**config.mk**
```make
export PLATFORM = sky130hd
export DESIGN_NAME = ircf_stage_alu
export DESIGN_NICKNAME = d
export VERILOG_FILES = /design/src/hdl/ircf_pkg.sv /design/src/hdl/ircf_stage_alu.sv
export SDC_FILE = /design/constraint.sdc
export NUM_CORES = 1
export LEC_CHECK = 0
export BUFFER_PORTS_ARGS = -buffer_cell sky130_fd_sc_hd__buf_2
export CAP_MARGIN = 15
export CORE_ASPECT_RATIO = 1.2
export CORE_UTILIZATION = 50
export DETAILED_ROUTE_END_ITERATION = 12
export PLACE_DENSITY = 0.71
export SETUP_SLACK_MARGIN = 0.1
export SLEW_MARGIN = 5
export SYNTH_ARGS = -nofsm -noshare
export SYNTH_HDL_FRONTEND = slang
export SYNTH_SLANG_ARGS = --single-unit
```
**constraint.sdc**
```tcl
create_clock -name vclk -period 11.47
set_clock_uncertainty 0.1 [all_clocks]
set_input_delay 1.7205 -clock vclk [all_inputs]
set_output_delay 1.7205 -clock vclk [all_outputs]
set_load 0.03 [all_outputs]
```
**src/hdl/ircf_pkg.sv**
```systemverilog
// Shared constants, register codes and types of the iterated ripple comb filter.
package ircf_pkg;

    localparam int MAX_STAGES_DEF  = 16;
    localparam int MAX_DELAY_DEF   = 1024;
    localparam int SAMPLE_BITS_DEF = 16;

    localparam int OUT_W      = 24;
    localparam int GAIN_W     = 16;
    localparam int ITER_W     = 5;
    localparam int DELAY_W    = 10;
    localparam int CFG_IDX_W  = 2;
    localparam int CFG_DATA_W = 16;

    // Configuration register indexes.
    localparam logic [CFG_IDX_W-1:0] CFG_MODE  = 2'd0;
    localparam logic [CFG_IDX_W-1:0] CFG_ITER  = 2'd1;
    localparam logic [CFG_IDX_W-1:0] CFG_DELAY = 2'd2;
    localparam logic [CFG_IDX_W-1:0] CFG_GAIN  = 2'd3;

    localparam logic signed [GAIN_W-1:0] GAIN_POS_MAX = 16'sd16384;
    localparam logic signed [GAIN_W-1:0] GAIN_NEG_MAX = -16'sd16384;

    localparam logic signed [OUT_W-1:0] S24_MAX = 24'sh7FFFFF;
    localparam logic signed [OUT_W-1:0] S24_MIN = 24'sh800000;

    // Per-item controls handed to the stage arithmetic.
    typedef struct packed {
        logic add_same;
        logic zero_delay;
        logic hist_ok;
    } t_alu_ctl;

endpackage

```
**src/hdl/ircf_stage_alu.sv**
```systemverilog
// One delay-and-add stage: rounded gain product plus base, saturated to 24 bits.
module ircf_stage_alu
    import ircf_pkg::*;
(
    input  t_alu_ctl                 i_ctl,
    input  logic signed [OUT_W-1:0]  i_x,
    input  logic signed [OUT_W-1:0]  i_s,
    input  logic signed [OUT_W-1:0]  i_hist,
    input  logic signed [GAIN_W-1:0] i_gain,
    output logic signed [OUT_W-1:0]  o_s,
    output logic                     o_clip
);

    localparam int PW = OUT_W + GAIN_W;
    localparam int TW = PW - 14;

    logic signed [OUT_W-1:0] h;
    logic signed [OUT_W-1:0] base;
    logic signed [PW-1:0]    prod;
    logic signed [PW-1:0]    rounded;
    logic signed [TW-1:0]    term;
    logic signed [TW-1:0]    sum;

    always_comb begin
        if (i_ctl.zero_delay) begin
            h = i_s;
        end else if (i_ctl.hist_ok) begin
            h = i_hist;
        end else begin
            h = '0;
        end
        base    = i_ctl.add_same ? i_s : i_x;
        prod    = PW'(h) * PW'(i_gain);
        rounded = prod + PW'(8192);
        // Floor shift gives round to nearest with ties toward plus infinity.
        term    = rounded[PW-1:14];
        sum     = TW'(base) + term;
        if (sum > TW'(S24_MAX)) begin
            o_s    = S24_MAX;
            o_clip = 1'b1;
        end else if (sum < TW'(S24_MIN)) begin
            o_s    = S24_MIN;
            o_clip = 1'b1;
        end else begin
            o_s    = sum[OUT_W-1:0];
            o_clip = 1'b0;
        end
    end

endmodule

```
==> key figures <==
Synth
  • Syn Std Cell Area: between 0.015 and 0.02 mm^2
  • Post-Synthesis Cells: approximately 1,800
  • Post-synthesis sequential area ratio: 0%
  • Mapped Nets: between 2,000 and 2,500
  • Mean Syn Cell Area: around 8.6 um^2
  • Synth area leaders: fa_1 (48%), inv_1 (11%), ha_1 (9.5%)
  • Yosys warns: 0
  • Synth unique cells: 69
  • Top cell type's share of synthesized area: 48.4%
  • Leading area contributor after synthesis: fa_1

STA
  • Tcrit/Tclk final: 103%
  • Final Hold Fails: 0
  • Min Tclk post-route: around 12,000 ps
  • Setup Viol. Count Final: 25
  • Slew Limit Fails: 0
  • Slew headroom: a little under three fifths
  • Worst-margin pin slew: around 660 ps
  • Setup ws final: -328 ps
  • RSZ-0062 raised after global routing: true
  • Fmax: 0.0848 GHz

GRT
  • Vias in the first global route: about 15,000
  • Global route total overflow: 0
  • First-pass GRT wire length: slightly above 70,000 um
  • Tot GR Track Use: about 28%
  • Largest net degree at the start of global routing: 25
  • Antenna violations before repair: 0

Critical path
  • CP arrival: between 9000 and 10,000 ps
  • Endpoint type of the worst setup path: output port
  • Worst setup SP type: input port
  • CP peak stage delay: 550 ps
  • Slowest cell on crit path: fa_1
  • Crit-path max FO: 8
  • Crit path required time: between 9000 and 10,000 ps
  • Most frequent CP cell: fa_1
  • Crit Path Category: input port to output port

Floorplanning
  • Chip height: 195 um
  • Horiz. Die Dim: 163 um
  • Num ports: roughly 120
  • Die footprint: around 0.032 mm^2
  • Core Region: a little over 0.03 mm^2
  • Starting density of the core: approximately half
  • Row count: 70

Finish
  • Register Area: 0 um^2
  • Design Area, Final: slightly below 0.02 mm^2
  • Final layout net count: ~2,700
  • Number of diodes: 0
  • Share of layout cells above drive strength 1: between 20% and 30%
  • Final sequential cell count: 0
  • Area delta synth->final: 25.9%
  • Layout clock buffers: 0

Drt
  • Final antenna-violating net count: 0
  • DRC: 0
  • WL final: between 40,000 and 50,000 um
  • Via density: 5.38
  • DR vias: ~13,000
  • Detailed Routing Iterations Pass 1: 6
  • WL/cell: about 18 um
  • Drt initial violations: between 600 and 700

Outcome
  • Status: finished with violations
  • Violated checks: setup timing

Place
  • Placement Cell Area: between 0.015 and 0.02 mm^2
  • Gpl congestion: just over 0.9
  • DPL Wire Length: between 30,000 and 40,000 um
  • Port Buf Inserts: about 120

Hold path
  • Hold Path Sink: o_s[0]
  • Worst hold path stage count: 6
  • HP Start: i_x[0]
  • Min-Delay Path Class: input port to output port

Run
  • Maxcap violations: 0

CTS
  • Post-CTS Hold Buffers: 0
[layout by cell type, fill, tap and decap left out, types with 9 or more instances in the layout]
master,count
mux2_2,22
inv_1,436
a21oi_1,42
ha_4,9
a22o_4,17
buf_12,19
ha_1,108
o21ai_2,17
fa_2,10
a21o_1,16
a21oi_2,10
nor2_1,34
o21ai_0,15
xnor2_1,34
buf_4,219
and2_1,136
xor2_1,20
buf_2,89
fa_1,365
nand2_1,257
buf_6,39
[layer usage]
| metal | track usage (%) | up-vias | wire length, um |
|---|---|---|---|
| met4 | 12.6 | 0 | 2570 |
| met2 | 54.5 | 475 | 24400 |
| met5 | 0 | - | 0 |
| met1 | 31.1 | 6796 | 15100 |
| met3 | 1.72 | 168 | 1850 |
| li1 | - | 5960 | - |
[area by class of cell]
type	instances	area (um^2)
well taps	396	495
repair buffers	373	3050
fillers	2407	10900
multi-input cells	1280	14300
inverters	442	1670
[logic make-up (layout without fill, tap and decap cells)]
| logic type | Yosys count | after routing | share of synthesized area (%) |
|---|---|---|---|
| AND/OR/NAND/NOR | 520 | 520 | 16.3 |
| buffers and inverters | 518 | 815 | 12.9 |
| adder cells (fa/ha/maj) | 493 | 493 | 57.9 |
| AO/OA/AOI/OAI | 187 | 187 | 7.98 |
| XOR/XNOR | 56 | 56 | 3.28 |
| multiplexers | 24 | 24 | 1.73 |
[synthesized netlist by cell type, types with 3 or more instances]
cell type and n:
a211oi_1 6, o21ai_1 12, a31oi_1 5, a21o_1 16, xor2_1 20, o21a_1 7, nand4_1 8, nand3_1 9
nor2_1 41, o21ai_0 33, xnor2_1 35, or2_2 7, buf_6 6, a211oi_2 3, ha_1 118, mux2_2 22
clkbuf_1 63, nand2_1 270, o21bai_1 7, nor3_1 8, nand2b_1 3, fa_1 375, inv_1 441, a22o_1 21
a21oi_1 55, or3_1 3, nor2b_1 7, buf_2 5, and2_1 141
[critical path, delay by kind of cell]
| kind | cells | cell delay, ps |
|---|---|---|
| AOI/OAI and AO/OA | 10 | 2050 |
| and+or+nand+nor | 8 | 1020 |
| xor gates and xnor gates | 2 | 360 |
| buffers and inverters | 11 | 1250 |
| adders and majority gates | 8 | 3530 |
[how the worst max path moves through the flow]
stage	startpoint	endpoint	slack, ps
after floorplan	i_ctl[1]	o_s[11]	110
after global placement	i_ctl[0]	o_s[11]	-570
after detailed placement	i_ctl[0]	o_s[2]	-690
after CTS	i_ctl[0]	o_s[13]	-130
after global routing	i_ctl[0]	o_s[13]	-660
final	i_ctl[1]	o_s[7]	-330
[per-stage QoR]
step	util (%)	setup WS, ps	setup TNS, ps	std cells	hold slack, ps
6_report	64.1	-328	-7340	2491	4030
5_1_grt	64.1	-659	-15540	2491	4030
4_1_cts	62.9	-127	-2080	2478	3990
3_5_place_dp	59.8	-695	-15620	2453	4050
3_3_place_gp	59.8	-572	-12590	2453	4060
2_1_floorplan	-	109	0	1798	3850
[timing repair]
item	4_1_cts	5_1_grt
pin swaps	57	53
setup endpoints to repair	25	25
gates resized for setup	165	54
setup buffers	25	11
cloned	1	2
Power is left out: the tool's default activity adds up to more than one toggle a clock period on the data nets, which glitch-free logic cannot reach.
